### src/rtl/gopd_pkg.sv
// Shared types, constants and helpers for the outline point decoder.
// Used by the parser, queue, engine, top level, checker and testbench; depends on nothing.
`default_nettype none

package gopd_pkg;

  // Storage sizing.
  localparam int MAX_POINTS = 64;
  localparam int RESULT_CAP = 64;
  localparam int PtrW       = $clog2(MAX_POINTS);
  localparam int CntW       = $clog2(MAX_POINTS + 1);
  localparam int CapW       = $clog2(RESULT_CAP + 1);
  localparam int FIFO_DEPTH = 4;
  localparam int FifoPtrW   = $clog2(FIFO_DEPTH);

  // Flag bits and coordinate codes (x view; y is the flag shifted right once).
  localparam logic [7:0] FLAG_REPEAT = 8'h08;
  localparam logic [7:0] COORD_MASK  = 8'h12;
  localparam logic [7:0] CODE_MINUS  = 8'h02;
  localparam logic [7:0] CODE_PLUS   = 8'h12;
  localparam logic [7:0] CODE_SAME   = 8'h10;
  localparam logic [7:0] CODE_LONG   = 8'h00;

  localparam logic signed [17:0] SUM_MIN = -18'sd65536;
  localparam logic signed [17:0] SUM_MAX = 18'sd65535;

  typedef enum logic [1:0] {
    KIND_END = 2'd0,
    KIND_X   = 2'd1,
    KIND_Y   = 2'd2,
    KIND_ERR = 2'd3
  } item_kind_e;

  typedef enum logic [1:0] {
    CMD_ITEM   = 2'd0,
    CMD_COORDS = 2'd1,
    CMD_BYTE   = 2'd2
  } cmd_kind_e;

  typedef enum logic [2:0] {
    FR_IDLE   = 3'd0,
    FR_ENDS   = 3'd1,
    FR_ILEN   = 3'd2,
    FR_SKIP   = 3'd3,
    FR_FLAGS  = 3'd4,
    FR_REPEAT = 3'd5,
    FR_FILL   = 3'd6,
    FR_COORD  = 3'd7
  } front_state_e;

  typedef enum logic [1:0] {
    AX_NONE = 2'd0,
    AX_X    = 2'd1,
    AX_Y    = 2'd2
  } axis_e;

  // Command passed from the parser to the coordinate engine.
  typedef struct packed {
    cmd_kind_e       kind;
    logic [7:0]      data_byte;
    logic            start;
    item_kind_e      item_kind;
    logic [9:0]      point_index;
    logic            last;
    logic [CntW-1:0] count;
  } cmd_t;

  typedef struct packed {
    logic idle;
  } back_status_t;

  typedef struct packed {
    logic            we;
    logic [PtrW-1:0] addr;
    logic [7:0]      data;
  } flag_wr_t;

  // Running sum with saturation to 17 bits signed.
  function automatic logic signed [16:0] sat_add(input logic signed [16:0] run,
                                                 input logic signed [16:0] delta);
    logic signed [17:0] s;
    s = $signed({run[16], run}) + $signed({delta[16], delta});
    if (s < SUM_MIN) begin
      return SUM_MIN[16:0];
    end else if (s > SUM_MAX) begin
      return SUM_MAX[16:0];
    end
    return s[16:0];
  endfunction

endpackage

`default_nettype wire

### src/rtl/gopd_in_if.sv
// Input channel of the outline point decoder: one glyph body byte per transfer.
// Stands alone; no package needed.
`default_nettype none

interface gopd_in_if;
  logic       valid;
  logic       ready;
  logic [7:0] data_byte;
  logic       glyph_start;
  logic [9:0] contour_count;

  modport source(output valid, data_byte, glyph_start, contour_count, input ready);
  modport sink(input valid, data_byte, glyph_start, contour_count, output ready);
endinterface

`default_nettype wire

### src/rtl/gopd_out_if.sv
// Output channel of the outline point decoder: one decoded item per transfer.
// Stands alone; no package needed.
`default_nettype none

interface gopd_out_if;
  logic               valid;
  logic               ready;
  logic [1:0]         item_kind;
  logic [9:0]         point_index;
  logic signed [17:0] coord_value;
  logic               on_curve;
  logic               last_of_glyph;

  modport source(output valid, item_kind, point_index, coord_value, on_curve,
                 last_of_glyph, input ready);
  modport sink(input valid, item_kind, point_index, coord_value, on_curve,
               last_of_glyph, output ready);
endinterface

`default_nettype wire

### src/rtl/gopd_ram.sv
// Generic single write port RAM with one registered read port.
// Stands alone; no package needed.
`default_nettype none

module gopd_ram #(
  parameter int Width = 8,
  parameter int Depth = 64
) (
  input  wire logic                     clk_i,
  input  wire logic                     we_i,
  input  wire logic [$clog2(Depth)-1:0] waddr_i,
  input  wire logic [Width-1:0]         wdata_i,
  input  wire logic [$clog2(Depth)-1:0] raddr_i,
  output logic      [Width-1:0]         rdata_o
);

  logic [Width-1:0] mem_q [Depth];
  logic [Width-1:0] rdata_q;

  // Write and registered read; a read of the address being written returns old data.
  always_ff @(posedge clk_i) begin
    if (we_i) begin
      mem_q[waddr_i] <= wdata_i;
    end
    rdata_q <= mem_q[raddr_i];
  end

  assign rdata_o = rdata_q;

endmodule

`default_nettype wire

### src/rtl/gopd_front.sv
// Header and flag parser: contour ends, instruction skip, flag storage and runs.
// Depends on gopd_pkg and gopd_in_if; feeds the command queue and the flag RAM.
`default_nettype none

module gopd_front (
  input  wire logic                  clk_i,
  input  wire logic                  rst_ni,
  gopd_in_if.sink                    in_i,
  output logic                       push_valid_o,
  input  wire logic                  push_ready_i,
  output gopd_pkg::cmd_t             push_cmd_o,
  input  wire gopd_pkg::back_status_t status_i,
  output gopd_pkg::flag_wr_t         flag_wr_o
);
  import gopd_pkg::*;

  localparam int SumW = ((CntW > 8) ? CntW : 8) + 1;

  front_state_e    st_q, st_d;
  logic            bp_q, bp_d;
  logic [7:0]      high_q, high_d;
  logic [9:0]      contours_q, contours_d;
  logic [15:0]     last_end_q, last_end_d;
  logic [15:0]     skip_q, skip_d;
  logic [CntW-1:0] fcnt_q, fcnt_d;
  logic            has_pts_q, has_pts_d;
  logic [7:0]      last_flag_q, last_flag_d;
  logic [7:0]      fill_q, fill_d;

  logic            take;
  logic [7:0]      b;
  logic [15:0]     word;
  logic [16:0]     end_plus1;
  logic [CntW-1:0] fcnt_inc;
  logic            full_q_done;
  logic            inc_done;
  logic            rep_bad;
  logic            pts_full;
  logic            wait_quiet;

  assign b           = in_i.data_byte;
  assign word        = {high_q, b};
  assign end_plus1   = {1'b0, last_end_q} + 17'd1;
  assign fcnt_inc    = fcnt_q + CntW'(1);
  assign full_q_done = (17'(fcnt_q) >= end_plus1);
  assign inc_done    = (17'(fcnt_inc) >= end_plus1);
  assign rep_bad     = (fcnt_q == '0) ||
                       ((SumW'(fcnt_q) + SumW'(b)) > SumW'(MAX_POINTS));
  assign pts_full    = (fcnt_q >= CntW'(MAX_POINTS));

  // Flag writes wait until the coordinate engine has let go of the previous glyph.
  assign wait_quiet  = ((st_q == FR_FLAGS) || (st_q == FR_REPEAT)) && !status_i.idle;
  assign in_i.ready  = push_ready_i && (st_q != FR_FILL) && !wait_quiet;
  assign take        = in_i.valid && in_i.ready;

  // Next state and parser registers.
  always_comb begin
    st_d        = st_q;
    bp_d        = bp_q;
    high_d      = high_q;
    contours_d  = contours_q;
    last_end_d  = last_end_q;
    skip_d      = skip_q;
    fcnt_d      = fcnt_q;
    has_pts_d   = has_pts_q;
    last_flag_d = last_flag_q;
    fill_d      = fill_q;
    if (take && in_i.glyph_start) begin
      bp_d       = 1'b1;
      high_d     = b;
      contours_d = in_i.contour_count;
      has_pts_d  = (in_i.contour_count != '0);
      last_end_d = '0;
      skip_d     = '0;
      fcnt_d     = '0;
      st_d       = (in_i.contour_count != '0) ? FR_ENDS : FR_ILEN;
    end else if (take) begin
      unique case (st_q)
        FR_ENDS: begin
          if (!bp_q) begin
            high_d = b;
            bp_d   = 1'b1;
          end else begin
            bp_d       = 1'b0;
            last_end_d = word;
            contours_d = contours_q - 10'd1;
            if (contours_q == 10'd1) begin
              st_d = FR_ILEN;
            end
          end
        end
        FR_ILEN: begin
          if (!bp_q) begin
            high_d = b;
            bp_d   = 1'b1;
          end else begin
            bp_d   = 1'b0;
            skip_d = word;
            if (word == '0) begin
              st_d   = has_pts_q ? FR_FLAGS : FR_IDLE;
              fcnt_d = '0;
            end else begin
              st_d = FR_SKIP;
            end
          end
        end
        FR_SKIP: begin
          skip_d = skip_q - 16'd1;
          if (skip_q == 16'd1) begin
            st_d   = has_pts_q ? FR_FLAGS : FR_IDLE;
            fcnt_d = '0;
          end
        end
        FR_FLAGS: begin
          if (pts_full) begin
            st_d = FR_IDLE;
          end else begin
            last_flag_d = b;
            fcnt_d      = fcnt_inc;
            if ((b & FLAG_REPEAT) != '0) begin
              st_d = FR_REPEAT;
            end else if (inc_done) begin
              st_d = FR_COORD;
            end
          end
        end
        FR_REPEAT: begin
          if (rep_bad) begin
            st_d = FR_IDLE;
          end else if (b == '0) begin
            st_d = full_q_done ? FR_COORD : FR_FLAGS;
          end else begin
            fill_d = b;
            st_d   = FR_FILL;
          end
        end
        default: begin
        end
      endcase
    end else if ((st_q == FR_FILL) && push_ready_i) begin
      // Repeat run: one copy of the last flag per cycle while the queue can take a push.
      fcnt_d = fcnt_inc;
      fill_d = fill_q - 8'd1;
      if (fill_q == 8'd1) begin
        st_d = inc_done ? FR_COORD : FR_FLAGS;
      end
    end
  end

  // Queue pushes and flag RAM writes.
  always_comb begin
    push_valid_o = 1'b0;
    push_cmd_o   = '{kind: CMD_BYTE, data_byte: b, start: in_i.glyph_start,
                     item_kind: KIND_END, point_index: '0, last: 1'b0, count: '0};
    flag_wr_o    = '{we: 1'b0, addr: fcnt_q[PtrW-1:0], data: b};
    if (take && in_i.glyph_start) begin
      push_valid_o = (st_q == FR_COORD);
    end else if (take) begin
      unique case (st_q)
        FR_ENDS: begin
          if (bp_q) begin
            push_valid_o           = 1'b1;
            push_cmd_o.kind        = CMD_ITEM;
            push_cmd_o.point_index = word[9:0];
          end
        end
        FR_FLAGS: begin
          if (pts_full) begin
            push_valid_o           = 1'b1;
            push_cmd_o.kind        = CMD_ITEM;
            push_cmd_o.item_kind   = KIND_ERR;
            push_cmd_o.point_index = 10'(fcnt_q);
            push_cmd_o.last        = 1'b1;
          end else begin
            flag_wr_o.we = 1'b1;
            if (((b & FLAG_REPEAT) == '0) && inc_done) begin
              push_valid_o     = 1'b1;
              push_cmd_o.kind  = CMD_COORDS;
              push_cmd_o.count = fcnt_inc;
            end
          end
        end
        FR_REPEAT: begin
          if (rep_bad) begin
            push_valid_o           = 1'b1;
            push_cmd_o.kind        = CMD_ITEM;
            push_cmd_o.item_kind   = KIND_ERR;
            push_cmd_o.point_index = 10'(fcnt_q);
            push_cmd_o.last        = 1'b1;
          end else if ((b == '0) && full_q_done) begin
            push_valid_o     = 1'b1;
            push_cmd_o.kind  = CMD_COORDS;
            push_cmd_o.count = fcnt_q;
          end
        end
        FR_COORD: begin
          push_valid_o = 1'b1;
        end
        default: begin
        end
      endcase
    end else if ((st_q == FR_FILL) && push_ready_i) begin
      flag_wr_o.we   = 1'b1;
      flag_wr_o.data = last_flag_q;
      if ((fill_q == 8'd1) && inc_done) begin
        push_valid_o     = 1'b1;
        push_cmd_o.kind  = CMD_COORDS;
        push_cmd_o.count = fcnt_inc;
      end
    end
  end

  // Control state.
  always_ff @(posedge clk_i or negedge rst_ni) begin
    if (!rst_ni) begin
      st_q       <= FR_IDLE;
      bp_q       <= 1'b0;
      contours_q <= '0;
      last_end_q <= '0;
      skip_q     <= '0;
      fcnt_q     <= '0;
      has_pts_q  <= 1'b0;
      fill_q     <= '0;
    end else begin
      st_q       <= st_d;
      bp_q       <= bp_d;
      contours_q <= contours_d;
      last_end_q <= last_end_d;
      skip_q     <= skip_d;
      fcnt_q     <= fcnt_d;
      has_pts_q  <= has_pts_d;
      fill_q     <= fill_d;
    end
  end

  // Data registers.
  always_ff @(posedge clk_i) begin
    high_q      <= high_d;
    last_flag_q <= last_flag_d;
  end

endmodule

`default_nettype wire

### src/rtl/gopd_cmd_fifo.sv
// Short command queue between the parser and the coordinate engine.
// Depends on gopd_pkg for the command type and depth.
`default_nettype none

module gopd_cmd_fifo (
  input  wire logic           clk_i,
  input  wire logic           rst_ni,
  input  wire logic           push_valid_i,
  output logic                push_ready_o,
  input  wire gopd_pkg::cmd_t push_cmd_i,
  output logic                pop_valid_o,
  input  wire logic           pop_ready_i,
  output gopd_pkg::cmd_t      pop_cmd_o
);
  import gopd_pkg::*;

  cmd_t                entry_q [FIFO_DEPTH];
  logic [FifoPtrW-1:0] wr_q, rd_q;
  logic [FifoPtrW:0]   cnt_q;
  logic                push, pop;

  assign push_ready_o = (cnt_q != (FifoPtrW + 1)'(FIFO_DEPTH));
  assign pop_valid_o  = (cnt_q != '0);
  assign push         = push_valid_i && push_ready_o;
  assign pop          = pop_ready_i && pop_valid_o;
  assign pop_cmd_o    = entry_q[rd_q];

  // Pointers and fill level.
  always_ff @(posedge clk_i or negedge rst_ni) begin
    if (!rst_ni) begin
      wr_q  <= '0;
      rd_q  <= '0;
      cnt_q <= '0;
    end else begin
      if (push) begin
        wr_q <= wr_q + FifoPtrW'(1);
      end
      if (pop) begin
        rd_q <= rd_q + FifoPtrW'(1);
      end
      if (push && !pop) begin
        cnt_q <= cnt_q + (FifoPtrW + 1)'(1);
      end else if (pop && !push) begin
        cnt_q <= cnt_q - (FifoPtrW + 1)'(1);
      end
    end
  end

  // Entry storage.
  always_ff @(posedge clk_i) begin
    if (push) begin
      entry_q[wr_q] <= push_cmd_i;
    end
  end

endmodule

`default_nettype wire

### src/rtl/gopd_back.sv
// Coordinate engine: decodes x and y deltas against stored flags, drains
// byteless points, counts items per transfer and holds the output register.
// Depends on gopd_pkg and gopd_out_if; reads the flag RAM.
`default_nettype none

module gopd_back (
  input  wire logic           clk_i,
  input  wire logic           rst_ni,
  input  wire logic           cmd_valid_i,
  output logic                cmd_ready_o,
  input  wire gopd_pkg::cmd_t cmd_i,
  output logic [gopd_pkg::PtrW-1:0] flag_raddr_o,
  input  wire logic [7:0]     flag_rdata_i,
  output gopd_pkg::back_status_t status_o,
  gopd_out_if.source          out_o
);
  import gopd_pkg::*;

  axis_e              axis_q, axis_d;
  logic               bp_q, bp_d;
  logic [7:0]         high_q, high_d;
  logic [PtrW-1:0]    idx_q, idx_d;
  logic signed [16:0] run_q, run_d;
  logic [CntW-1:0]    fcnt_q, fcnt_d;
  logic [CapW-1:0]    cnt_q, cnt_d;
  logic               pend_q, pend_d;
  logic [7:0]         pbyte_q, pbyte_d;
  logic               pstart_q, pstart_d;

  logic               ov_q, ov_d;
  logic [1:0]         okind_q, okind_d;
  logic [9:0]         oidx_q, oidx_d;
  logic signed [17:0] oval_q, oval_d;
  logic               oon_q, oon_d;
  logic               olast_q, olast_d;

  logic               can_emit, in_xy, byteless, drain_go, cap_left;
  logic [7:0]         code;
  logic               act_pop, proc, proc_start, proc_ok;
  logic [7:0]         proc_b;
  logic               take, finish, do_finish;
  logic signed [16:0] delta, sum;
  logic               pt_last;

  assign can_emit = !ov_q || out_o.ready;
  assign in_xy    = (axis_q != AX_NONE);
  assign code     = (axis_q == AX_Y) ? ((flag_rdata_i >> 1) & COORD_MASK)
                                     : (flag_rdata_i & COORD_MASK);
  assign byteless = in_xy && (code == CODE_SAME);
  assign cap_left = (cnt_q < CapW'(RESULT_CAP));
  assign drain_go = byteless && cap_left;

  // A new command is taken only when nothing of the current transfer is left.
  assign act_pop     = !drain_go && !pend_q && cmd_valid_i;
  assign cmd_ready_o = can_emit && !drain_go && !pend_q;

  // A byte is decoded now, or parked while byteless points drain ahead of it.
  assign proc       = pend_q ? !drain_go
                             : (act_pop && (cmd_i.kind == CMD_BYTE) && !byteless);
  assign proc_start = pend_q ? pstart_q : cmd_i.start;
  assign proc_b     = pend_q ? pbyte_q : cmd_i.data_byte;
  assign proc_ok    = pend_q ? cap_left : 1'b1;
  assign take       = proc && !proc_start && proc_ok && in_xy;
  assign finish     = take && ((code == CODE_MINUS) || (code == CODE_PLUS) ||
                               ((code == CODE_LONG) && bp_q));
  assign do_finish  = drain_go || finish;

  // Delta of the point being finished.
  always_comb begin
    if (drain_go) begin
      delta = '0;
    end else if (code == CODE_MINUS) begin
      delta = -$signed({9'd0, proc_b});
    end else if (code == CODE_PLUS) begin
      delta = $signed({9'd0, proc_b});
    end else begin
      delta = 17'($signed({high_q, proc_b}));
    end
  end

  assign sum     = sat_add(run_q, delta);
  assign pt_last = ((CntW'(idx_q) + CntW'(1)) >= fcnt_q);

  // Engine registers.
  always_comb begin
    axis_d   = axis_q;
    bp_d     = bp_q;
    high_d   = high_q;
    idx_d    = idx_q;
    run_d    = run_q;
    fcnt_d   = fcnt_q;
    cnt_d    = cnt_q;
    pend_d   = pend_q;
    pbyte_d  = pbyte_q;
    pstart_d = pstart_q;
    if (can_emit) begin
      if (pend_q && !drain_go) begin
        pend_d = 1'b0;
      end
      if (act_pop) begin
        cnt_d = '0;
        unique case (cmd_i.kind)
          CMD_COORDS: begin
            axis_d = AX_X;
            idx_d  = '0;
            run_d  = '0;
            bp_d   = 1'b0;
            fcnt_d = cmd_i.count;
          end
          CMD_BYTE: begin
            if (byteless) begin
              pend_d   = 1'b1;
              pbyte_d  = cmd_i.data_byte;
              pstart_d = cmd_i.start;
            end
          end
          default: begin
          end
        endcase
      end
      if (proc && proc_start) begin
        axis_d = AX_NONE;
        bp_d   = 1'b0;
      end
      if (take && (code == CODE_LONG) && !bp_q) begin
        high_d = proc_b;
        bp_d   = 1'b1;
      end
      if (do_finish) begin
        bp_d  = 1'b0;
        cnt_d = (act_pop ? '0 : cnt_q) + CapW'(1);
        if (pt_last) begin
          idx_d  = '0;
          run_d  = '0;
          axis_d = (axis_q == AX_Y) ? AX_NONE : AX_Y;
        end else begin
          idx_d = idx_q + PtrW'(1);
          run_d = sum;
        end
      end
    end
  end

  // Output register.
  always_comb begin
    ov_d    = ov_q;
    okind_d = okind_q;
    oidx_d  = oidx_q;
    oval_d  = oval_q;
    oon_d   = oon_q;
    olast_d = olast_q;
    if (can_emit) begin
      ov_d = 1'b0;
      if (do_finish) begin
        ov_d    = 1'b1;
        okind_d = (axis_q == AX_Y) ? KIND_Y : KIND_X;
        oidx_d  = 10'(idx_q);
        oval_d  = 18'(sum);
        oon_d   = flag_rdata_i[0];
        olast_d = (axis_q == AX_Y) && pt_last;
      end else if (act_pop && (cmd_i.kind == CMD_ITEM)) begin
        ov_d    = 1'b1;
        okind_d = cmd_i.item_kind;
        oidx_d  = cmd_i.point_index;
        oval_d  = '0;
        oon_d   = 1'b0;
        olast_d = cmd_i.last;
      end
    end
  end

  always_ff @(posedge clk_i or negedge rst_ni) begin
    if (!rst_ni) begin
      axis_q <= AX_NONE;
      bp_q   <= 1'b0;
      idx_q  <= '0;
      run_q  <= '0;
      fcnt_q <= '0;
      cnt_q  <= '0;
      pend_q <= 1'b0;
      ov_q   <= 1'b0;
    end else begin
      axis_q <= axis_d;
      bp_q   <= bp_d;
      idx_q  <= idx_d;
      run_q  <= run_d;
      fcnt_q <= fcnt_d;
      cnt_q  <= cnt_d;
      pend_q <= pend_d;
      ov_q   <= ov_d;
    end
  end

  always_ff @(posedge clk_i) begin
    high_q   <= high_d;
    pbyte_q  <= pbyte_d;
    pstart_q <= pstart_d;
    okind_q  <= okind_d;
    oidx_q   <= oidx_d;
    oval_q   <= oval_d;
    oon_q    <= oon_d;
    olast_q  <= olast_d;
  end

  // The RAM is addressed with the next point so its flag is ready in time.
  assign flag_raddr_o        = idx_d;
  assign status_o.idle       = (axis_q == AX_NONE) && !pend_q && !cmd_valid_i;
  assign out_o.valid         = ov_q;
  assign out_o.item_kind     = okind_q;
  assign out_o.point_index   = oidx_q;
  assign out_o.coord_value   = oval_q;
  assign out_o.on_curve      = oon_q;
  assign out_o.last_of_glyph = olast_q;

endmodule

`default_nettype wire

### src/rtl/glyph_outline_point_decoder_unit.sv
// Top level of the outline point decoder: parser, command queue, flag RAM and
// coordinate engine. Depends on gopd_pkg, both channel interfaces and all submodules.
//
//   Channel | Direction | Payload                                            | Unit
//   in_i    | sink      | data_byte, glyph_start, contour_count              | one body byte
//   out_o   | source    | item_kind, point_index, coord_value, on_curve, last | one item
//
// One byte is accepted per cycle while the queue has room and no repeat run or flag
// wait holds the input; the coordinate engine drains byteless points after a byte.
// Repeat count copies enter the flag RAM one per cycle while the queue has room.
// The first flag byte of a glyph waits until the engine has finished the previous
// glyph's points. Reset is asynchronous and active low; the flag RAM is not cleared.
// Either side may stall: a four entry queue and the output register decouple them.
`default_nettype none

module glyph_outline_point_decoder_unit (
  input  wire logic clk_i,
  input  wire logic rst_ni,
  gopd_in_if.sink    in_i,
  gopd_out_if.source out_o
);
  import gopd_pkg::*;

  logic         push_valid, push_ready, pop_valid, pop_ready;
  cmd_t         push_cmd, pop_cmd;
  back_status_t status;
  flag_wr_t     flag_wr;
  logic [PtrW-1:0] flag_raddr;
  logic [7:0]      flag_rdata;

  gopd_front u_front (
    .clk_i        (clk_i),
    .rst_ni       (rst_ni),
    .in_i         (in_i),
    .push_valid_o (push_valid),
    .push_ready_i (push_ready),
    .push_cmd_o   (push_cmd),
    .status_i     (status),
    .flag_wr_o    (flag_wr)
  );

  gopd_cmd_fifo u_fifo (
    .clk_i        (clk_i),
    .rst_ni       (rst_ni),
    .push_valid_i (push_valid),
    .push_ready_o (push_ready),
    .push_cmd_i   (push_cmd),
    .pop_valid_o  (pop_valid),
    .pop_ready_i  (pop_ready),
    .pop_cmd_o    (pop_cmd)
  );

  gopd_ram #(
    .Width (8),
    .Depth (MAX_POINTS)
  ) u_flags (
    .clk_i   (clk_i),
    .we_i    (flag_wr.we),
    .waddr_i (flag_wr.addr),
    .wdata_i (flag_wr.data),
    .raddr_i (flag_raddr),
    .rdata_o (flag_rdata)
  );

  gopd_back u_back (
    .clk_i        (clk_i),
    .rst_ni       (rst_ni),
    .cmd_valid_i  (pop_valid),
    .cmd_ready_o  (pop_ready),
    .cmd_i        (pop_cmd),
    .flag_raddr_o (flag_raddr),
    .flag_rdata_i (flag_rdata),
    .status_o     (status),
    .out_o        (out_o)
  );

endmodule

`default_nettype wire

### src/flat_wrapper.sv
// flat-port wrapper written by rule: the top's interface ports become plain ports
module glyph_outline_point_decoder_unit_flat import gopd_pkg::*;
  (clk_i, rst_ni, in_i_valid, in_i_data_byte, in_i_glyph_start, in_i_contour_count, in_i_ready, out_o_valid, out_o_item_kind, out_o_point_index, out_o_coord_value, out_o_on_curve, out_o_last_of_glyph, out_o_ready);
  gopd_in_if in_i_i ();
  gopd_out_if out_o_i ();
  input  wire logic clk_i;
  input  wire logic rst_ni;
  input wire logic [$bits(in_i_i.valid)-1:0] in_i_valid;
  input wire logic [$bits(in_i_i.data_byte)-1:0] in_i_data_byte;
  input wire logic [$bits(in_i_i.glyph_start)-1:0] in_i_glyph_start;
  input wire logic [$bits(in_i_i.contour_count)-1:0] in_i_contour_count;
  output wire logic [$bits(in_i_i.ready)-1:0] in_i_ready;
  output wire logic [$bits(out_o_i.valid)-1:0] out_o_valid;
  output wire logic [$bits(out_o_i.item_kind)-1:0] out_o_item_kind;
  output wire logic [$bits(out_o_i.point_index)-1:0] out_o_point_index;
  output wire logic [$bits(out_o_i.coord_value)-1:0] out_o_coord_value;
  output wire logic [$bits(out_o_i.on_curve)-1:0] out_o_on_curve;
  output wire logic [$bits(out_o_i.last_of_glyph)-1:0] out_o_last_of_glyph;
  input wire logic [$bits(out_o_i.ready)-1:0] out_o_ready;
  assign in_i_i.valid = in_i_valid;
  assign in_i_i.data_byte = in_i_data_byte;
  assign in_i_i.glyph_start = in_i_glyph_start;
  assign in_i_i.contour_count = in_i_contour_count;
  assign in_i_ready = in_i_i.ready;
  assign out_o_valid = out_o_i.valid;
  assign out_o_item_kind = out_o_i.item_kind;
  assign out_o_point_index = out_o_i.point_index;
  assign out_o_coord_value = out_o_i.coord_value;
  assign out_o_on_curve = out_o_i.on_curve;
  assign out_o_last_of_glyph = out_o_i.last_of_glyph;
  assign out_o_i.ready = out_o_ready;
  glyph_outline_point_decoder_unit u_core (.clk_i(clk_i), .rst_ni(rst_ni), .in_i(in_i_i), .out_o(out_o_i));
endmodule
### config.mk
export PLATFORM = sky130hd
export DESIGN_NAME = glyph_outline_point_decoder_unit_flat
export DESIGN_NICKNAME = d
export VERILOG_FILES = /design/src/rtl/gopd_pkg.sv /design/src/rtl/gopd_in_if.sv /design/src/rtl/gopd_out_if.sv /design/src/rtl/gopd_ram.sv /design/src/rtl/gopd_front.sv /design/src/rtl/gopd_cmd_fifo.sv /design/src/rtl/gopd_back.sv /design/src/rtl/glyph_outline_point_decoder_unit.sv /design/src/flat_wrapper.sv
export SDC_FILE = /design/constraint.sdc
export NUM_CORES = 1
export LEC_CHECK = 0
export BUFFER_PORTS_ARGS = -buffer_cell sky130_fd_sc_hd__buf_4
export CORE_MARGIN = 4
export CORE_UTILIZATION = 50
export DETAILED_ROUTE_END_ITERATION = 10
export PLACE_DENSITY = 0.72
export SYNTH_ARGS = -nofsm -noshare
export SYNTH_HDL_FRONTEND = slang
export SYNTH_HIERARCHICAL = 1
export SYNTH_SLANG_ARGS = --single-unit
### constraint.sdc
create_clock -name clk_i -period 6.1 [get_ports clk_i]
set_clock_uncertainty 0.05 [all_clocks]
set_input_delay 0.61 -clock clk_i [delete_from_list [all_inputs] [get_ports clk_i]]
set_output_delay 0.61 -clock clk_i [all_outputs]
set_load 0.01 [all_outputs]
# ---- Yosys cells after proc, flatten, opt, wreduce, memory -nomap -nowiden
# Memories as Yosys holds them, arrays and structs flattened. A register that Yosys moved wholly into a read port is not among the register bits.
# Cells that the tools add are included.
dict set report totals {
  regBits 176
  mem_bits_ro 0
  inputBits 23
  output_inout_bits 34
  n_memories 2
  word_cells 331
  latch_bits 0
  ram_bits 636
}
# memory depth width rd rd_ports_with_merged_regs write_ports line
set mem_list {}
lappend mem_list {u_core.u_flags.mem_q 64 8 1 1 1 gopd_ram.sv:17} ;# logic [Width-1:0] mem_q [Depth];
lappend mem_list {u_core.u_fifo.entry_q 4 31 1 0 1 gopd_cmd_fifo.sv:17} ;# cmd_t entry_q [FIFO_DEPTH];
dict set report op_classes {
  multipliers 0
  order_cmp 8
  n_shift 0
  n_eq_ne 32
  n_bitwise 2
  div_mod_pow 0
  mux 152
  add_sub_neg 15
  n_reduce_logical 90
}
# op count
set op_table {}
lappend op_table {{17-bit two-way mux} 10}
lappend op_table {{7-bit two-way mux} 16}
lappend op_table {{8-bit two-way mux} 13}
lappend op_table {{16-bit two-way mux} 6}
lappend op_table {{10-bit two-way mux} 6}
lappend op_table {{3-bit two-way mux} 16}
lappend op_table {{2-bit two-way mux} 22}
lappend op_table {{1-bit two-way mux} 42}
lappend op_table {{13-bit two-way mux} 3}
lappend op_table {{18-bit two-way mux} 2}
lappend op_table {{6-bit two-way mux} 6}
lappend op_table {{7-bit by 17-bit greater-or-equal comparator with 1-bit output} 2}
lappend op_table {{1-bit logical AND} 34}
lappend op_table {{16-bit one-hot mux with 2 select lines} 1}
lappend op_table {{10-bit one-hot mux with 3 select lines} 1}
lappend op_table {{8-bit zero test} 3}
lappend op_table {{7-bit one-hot mux with 3 select lines} 1}
lappend op_table {{20-bit two-way mux} 1}
lappend op_table {{4-bit != test (second input constant)} 5}
lappend op_table {{2-bit nonzero test} 10}
lappend op_table {{17-bit by 17-bit adder with 18-bit output} 1}
lappend op_table {{18-bit by 17-bit > comparator with 1-bit output (second input constant)} 1}
lappend op_table {{18-bit by 17-bit < comparator with 1-bit output (second input constant)} 1}
lappend op_table {{3-bit AND reduction} 6}
lappend op_table {{54 further kinds} 90}

# ---- Logic depth before layout (Yosys ltp)
dict set report depth {
  word_depth 18
  depth_mapped 21
  ltp_nobuf 19
}

# ---- Hierarchy
# Netlist, hierarchy kept.
# mod n_inst seq_area_each_um2 cells_each area_per_inst_um2
set modules_own_cells {}
lappend modules_own_cells {gopd_ram 1 15534.9 972 20190.6}
lappend modules_own_cells {gopd_front 1 2031.9 742 5950.7}
lappend modules_own_cells {gopd_back 1 2492.4 513 5303.8}
lappend modules_own_cells {gopd_cmd_fifo 1 3898.7 197 4926.0}

# ---- Worst setup path before layout
# No wires, ideal clock.
dict set report synth_path {
  path_kind {flip-flop to flip-flop}
  startpoint {reg u_core.u_fifo.rd_q[0]}
  endpoint {reg u_core.u_back.oval_q[3], in the netlist u_core/u_back/out_o.coord_value[3] (data pin)}
  stages_incl_launch_ff 19
  required_ps 5789
  setup_slack_ps 1572
  setup_ps 261
  period_less_slack_ps 4528
  n_path_buf 4
  arrival_time_ps 4217
  path_cell_list {dfrtp_1 buf_6 buf_12 mux4_2 nor3_1 o21ai_0 or3_1 o21ai_0 a21oi_1 o21a_1 ha_1 clkbuf_1 nand2_1 a2111oi_0 o211ai_1 and2_1 a31oi_2 buf_2 a21oi_1}
}
# item line
set synth_lines {}
lappend synth_lines {{from (decl)} gopd_cmd_fifo.sv:18} ;# logic [FifoPtrW-1:0] wr_q, rd_q;
lappend synth_lines {{from (signal assigned)} gopd_cmd_fifo.sv:39} ;# rd_q <= rd_q + FifoPtrW'(1);
lappend synth_lines {{to (signal assigned)} gopd_back.sv:200} ;# oval_q <= oval_d;
lappend synth_lines {{to (decl)} gopd_back.sv:33} ;# logic signed [17:0] oval_q, oval_d;

==> Flow_metrics.wiki <==
{| class="wikitable"
! Metric !! Value
|-
| Clock tree buffer depth || 3
|-
| Crit Reg-Reg Startpoint || u_core/u_fifo/rd_q[0]$_DFFE_PN0P_
|-
| Final setup violation count || 0
|-
| Synthesis warning total || 6
|-
| Initial DRC count || 2037
|-
| Final hold violations || 0
|-
| Maximum clock frequency || 182 MHz
|-
| FF-to-FF setup slack || 0.60 ns
|-
| Max Fanout on Critical Path || 11
|-
| Mean post-synth cell area || 13.7 µm²
|-
| Via count || 18356
|-
| Overflow left after global routing || 0
|-
| Crit path arrival time || 6.02 ns
|-
| Initial antenna violation count || 0
|-
| Die H || 249 µm
|-
| Initial standard-cell utilization of the core || 50.4%
|-
| Crit path launch type || register
|-
| Clock edge transition at the registers on the reported setup and hold paths || 0.06 ns
|-
| LEAKAGE || 0.0111 µW
|-
| Maximum number of pins on one net before global-route repair || 71
|-
| First-pass GRT wire length || 106000 µm
|-
| Half-perimeter wire length after detailed placement || 44700 µm
|-
| Layout-stage area growth over the synthesis result || 10.4%
|-
| Worst flop-to-flop path endpoint || u_core/u_back/run_q[8]$_DFFE_PN0P_
|-
| Total CTS buffers || 61
|-
| Kind of critical path || reg2reg
|-
| Setup tns final || 0 ns
|-
| Count of TritonRoute iterations in the first routing pass || 6
|-
| Core ar. || 57600 µm²
|-
| Ratio of cells with drive above 1 in the final layout || 16.5%
|-
| Worst Setup End Kind || register
|-
| Final Wtd Congestion || 0.924
|-
| Clock root buffer || clkbuf_16
|-
| Critical path data required time || 6.62 ns
|-
| Boundary Pins || 57
|-
| DRC violation count after routing || 0
|-
| Logic depth of the worst register-to-register path || 15
|-
| Min-Delay Path Class || in2reg
|-
| H-Tree Depth || 2
|-
| Input/output buffers || 56
|-
| Worst skew pair latency || 0.64 ns
|-
| NumNets Final || 2217
|-
| Total routed wirelength || 68000 µm
|-
| Antenna cell count || 0
|-
| Standard-cell row count || 88
|-
| Via count of the first global-routing pass || 17984
|-
| Power per cell area || 526 nW/µm²
|-
| Transition at the pin with the smallest max-transition slack || 1.23 ns
|-
| Final min period || 5.50 ns
|-
| Outcome || complete, no violations
|-
| Cell Area, Synth || 29000 µm²
|-
| Maximum capacitance violations || 0
|-
| Final period util || 90.1%
|-
| Fin. max-slew vios || 0
|-
| Synth Instances || 2120
|-
| Average vias per placed instance || 6.22
|-
| Setup WS pre-CTS || 0.773 ns
|-
| Number of nets in the synthesized netlist || 2204
|-
| Core occupancy in the finished layout || 55.7%
|-
| Post-route setup slack || 0.602 ns
|-
| Area of the die || 62000 µm²
|-
| Cell count after placement || 2834
|-
| Setup repair after global routing missed its margin || no
|-
| Post-layout instance count excluding filler cells || 2950
|-
| Number of stages on the worst hold path || 3
|-
| Worst hold slack across all endpoints || 0.197 ns
|-
| Clock tree from TritonCTS || yes
|-
| Worst Hold End || u_core/u_front/contours_q[0]$_DFFE_PN0P_
|-
| Post-DRT Antenna Nets || 0
|-
| Routed length per placed instance || 23.1 µm
|-
| Post-CTS setup buffers || 0
|-
| Clock Sink Count || 621
|-
| Worst max-slew margin expressed relative to the limit || 18.0%
|-
| Die span in x || 249 µm
|-
| Hold Path Origin || in_i_contour_count[0]
|-
| Overall Global Routing Usage || 21.5%
|-
| Worst IR Drop VDD || 0.286 mV
|}
[registers in the layout, indices dropped and copies added (netlist names), 6 cells and up]
register                         flops
u_core/u_back/high_q                 8
u_core/u_back/idx_q                  6
u_core/u_front/fcnt_q                7
u_core/u_front/high_q                8
u_core/u_back/cnt_q                  7
u_core/u_front/fill_q                8
u_core/u_front/contours_q           10
u_core/u_back/pbyte_q                8
u_core/u_flags/mem_q               320
u_core/u_back/out_o.coord_value     17
u_core/u_back/out_o.point_index     10
u_core/u_front/last_end_q           16
u_core/u_fifo/entry_q              124
u_core/u_back/fcnt_q                 7
u_core/u_front/skip_q               16
u_core/u_back/run_q                 17
[stage by stage]
stage | power, µW | cell area (µm²)
6_report | 16900 | 32100
5_1_grt | 17800 | 32100
4_1_cts | 16900 | 32100
3_5_place_dp | 12900 | 29900
3_3_place_gp | 12700 | 29900
2_1_floorplan | 11000 | 29000
[worst max path at each step]
stage | start | end | slack (ns) | cells after the start
floorplan | u_core/u_fifo/rd_q[0]$_DFFE_PN0P_ | u_core/u_back/out_o.coord_value[3]$_SDFFCE_PP0P_ | 1.57 | 18
global placement | u_core/u_fifo/rd_q[0]$_DFFE_PN0P_ | u_core/u_back/out_o.coord_value[0]$_SDFFCE_PP0P_ | 0.93 | 14
detailed placement | u_core/u_fifo/rd_q[0]$_DFFE_PN0P_ | u_core/u_back/out_o.coord_value[0]$_SDFFCE_PP0P_ | 0.77 | 15
CTS | u_core/u_fifo/rd_q[0]$_DFFE_PN0P_ | u_core/u_back/run_q[8]$_DFFE_PN0P_ | 0.75 | 15
global route | u_core/u_fifo/rd_q[0]$_DFFE_PN0P_ | u_core/u_back/run_q[8]$_DFFE_PN0P_ | 0.32 | 15
finish | u_core/u_fifo/rd_q[0]$_DFFE_PN0P_ | u_core/u_back/run_q[8]$_DFFE_PN0P_ | 0.60 | 15
[critical path: stages, from the launching register on]
cell	delay [ns]
dfrtp_2	0.56
mux4_2	0.56
mux2i_1	0.42
nand3_1	0.25
nor3_1	0.26
ha_1	0.27
nor2_1	0.12
a211oi_1	0.08
ha_1	0.38
o21ai_0	0.13
o211ai_1	0.23
o311ai_2	0.22
o311ai_1	0.72
o211ai_4	0.26
nor3_2	0.65
a221o_1	0.27
[where the power goes]
group	switching [µW]	leakage, µW	internal, µW
clock network	1610	0.00104	2340
logic	4130	0.00396	2770
registers	479	0.00609	5540
total	6220	0.0111	10600
[layout by cell type, fill, tap and decap left out, types with 21 or more instances in the layout]
cell type	n
a21oi_1	81
a22o_1	28
and2_1	21
buf_4	89
clkbuf_16	62
dfrtp_1	110
edfxtp_1	505
ha_1	58
inv_1	50
mux2i_1	22
mux4_2	105
nand2_1	130
nand2b_1	22
nand3_1	50
nor2_1	212
nor3_1	38
nor4_1	25
o21ai_0	107
xnor2_1	31
[area by class of cell]
cell class / instances / area, µm²
clock buffer: 80 / 1690
timing repair buffer: 93 / 738
fill: 4503 / 25500
tap: 765 / 957
sequential: 621 / 18000
inverter: 53 / 199
clock inverter: 35 / 449
multi-input combinational: 1303 / 9980
[what timing repair did]
| item | CTS | global route |
|---|---|---|
| hold buffers | 1 | 0 |
| endpoints found under the setup margin | 0 | 0 |
| resized for setup | 0 | 0 |
| endpoints found under the hold margin | 41 | 0 |
[layer usage]
| layer | up-vias | global-route usage [%] | wire, µm |
|---|---|---|---|
| li1 | 8156 | - | - |
| met1 | 9231 | 30.8 | 28900 |
| met2 | 821 | 34.3 | 32200 |
| met3 | 148 | 3.93 | 5080 |
| met4 | 0 | 5.98 | 1860 |
| met5 | - | 0 | 0 |
Note: power is estimated with default switching activity, not from simulation.
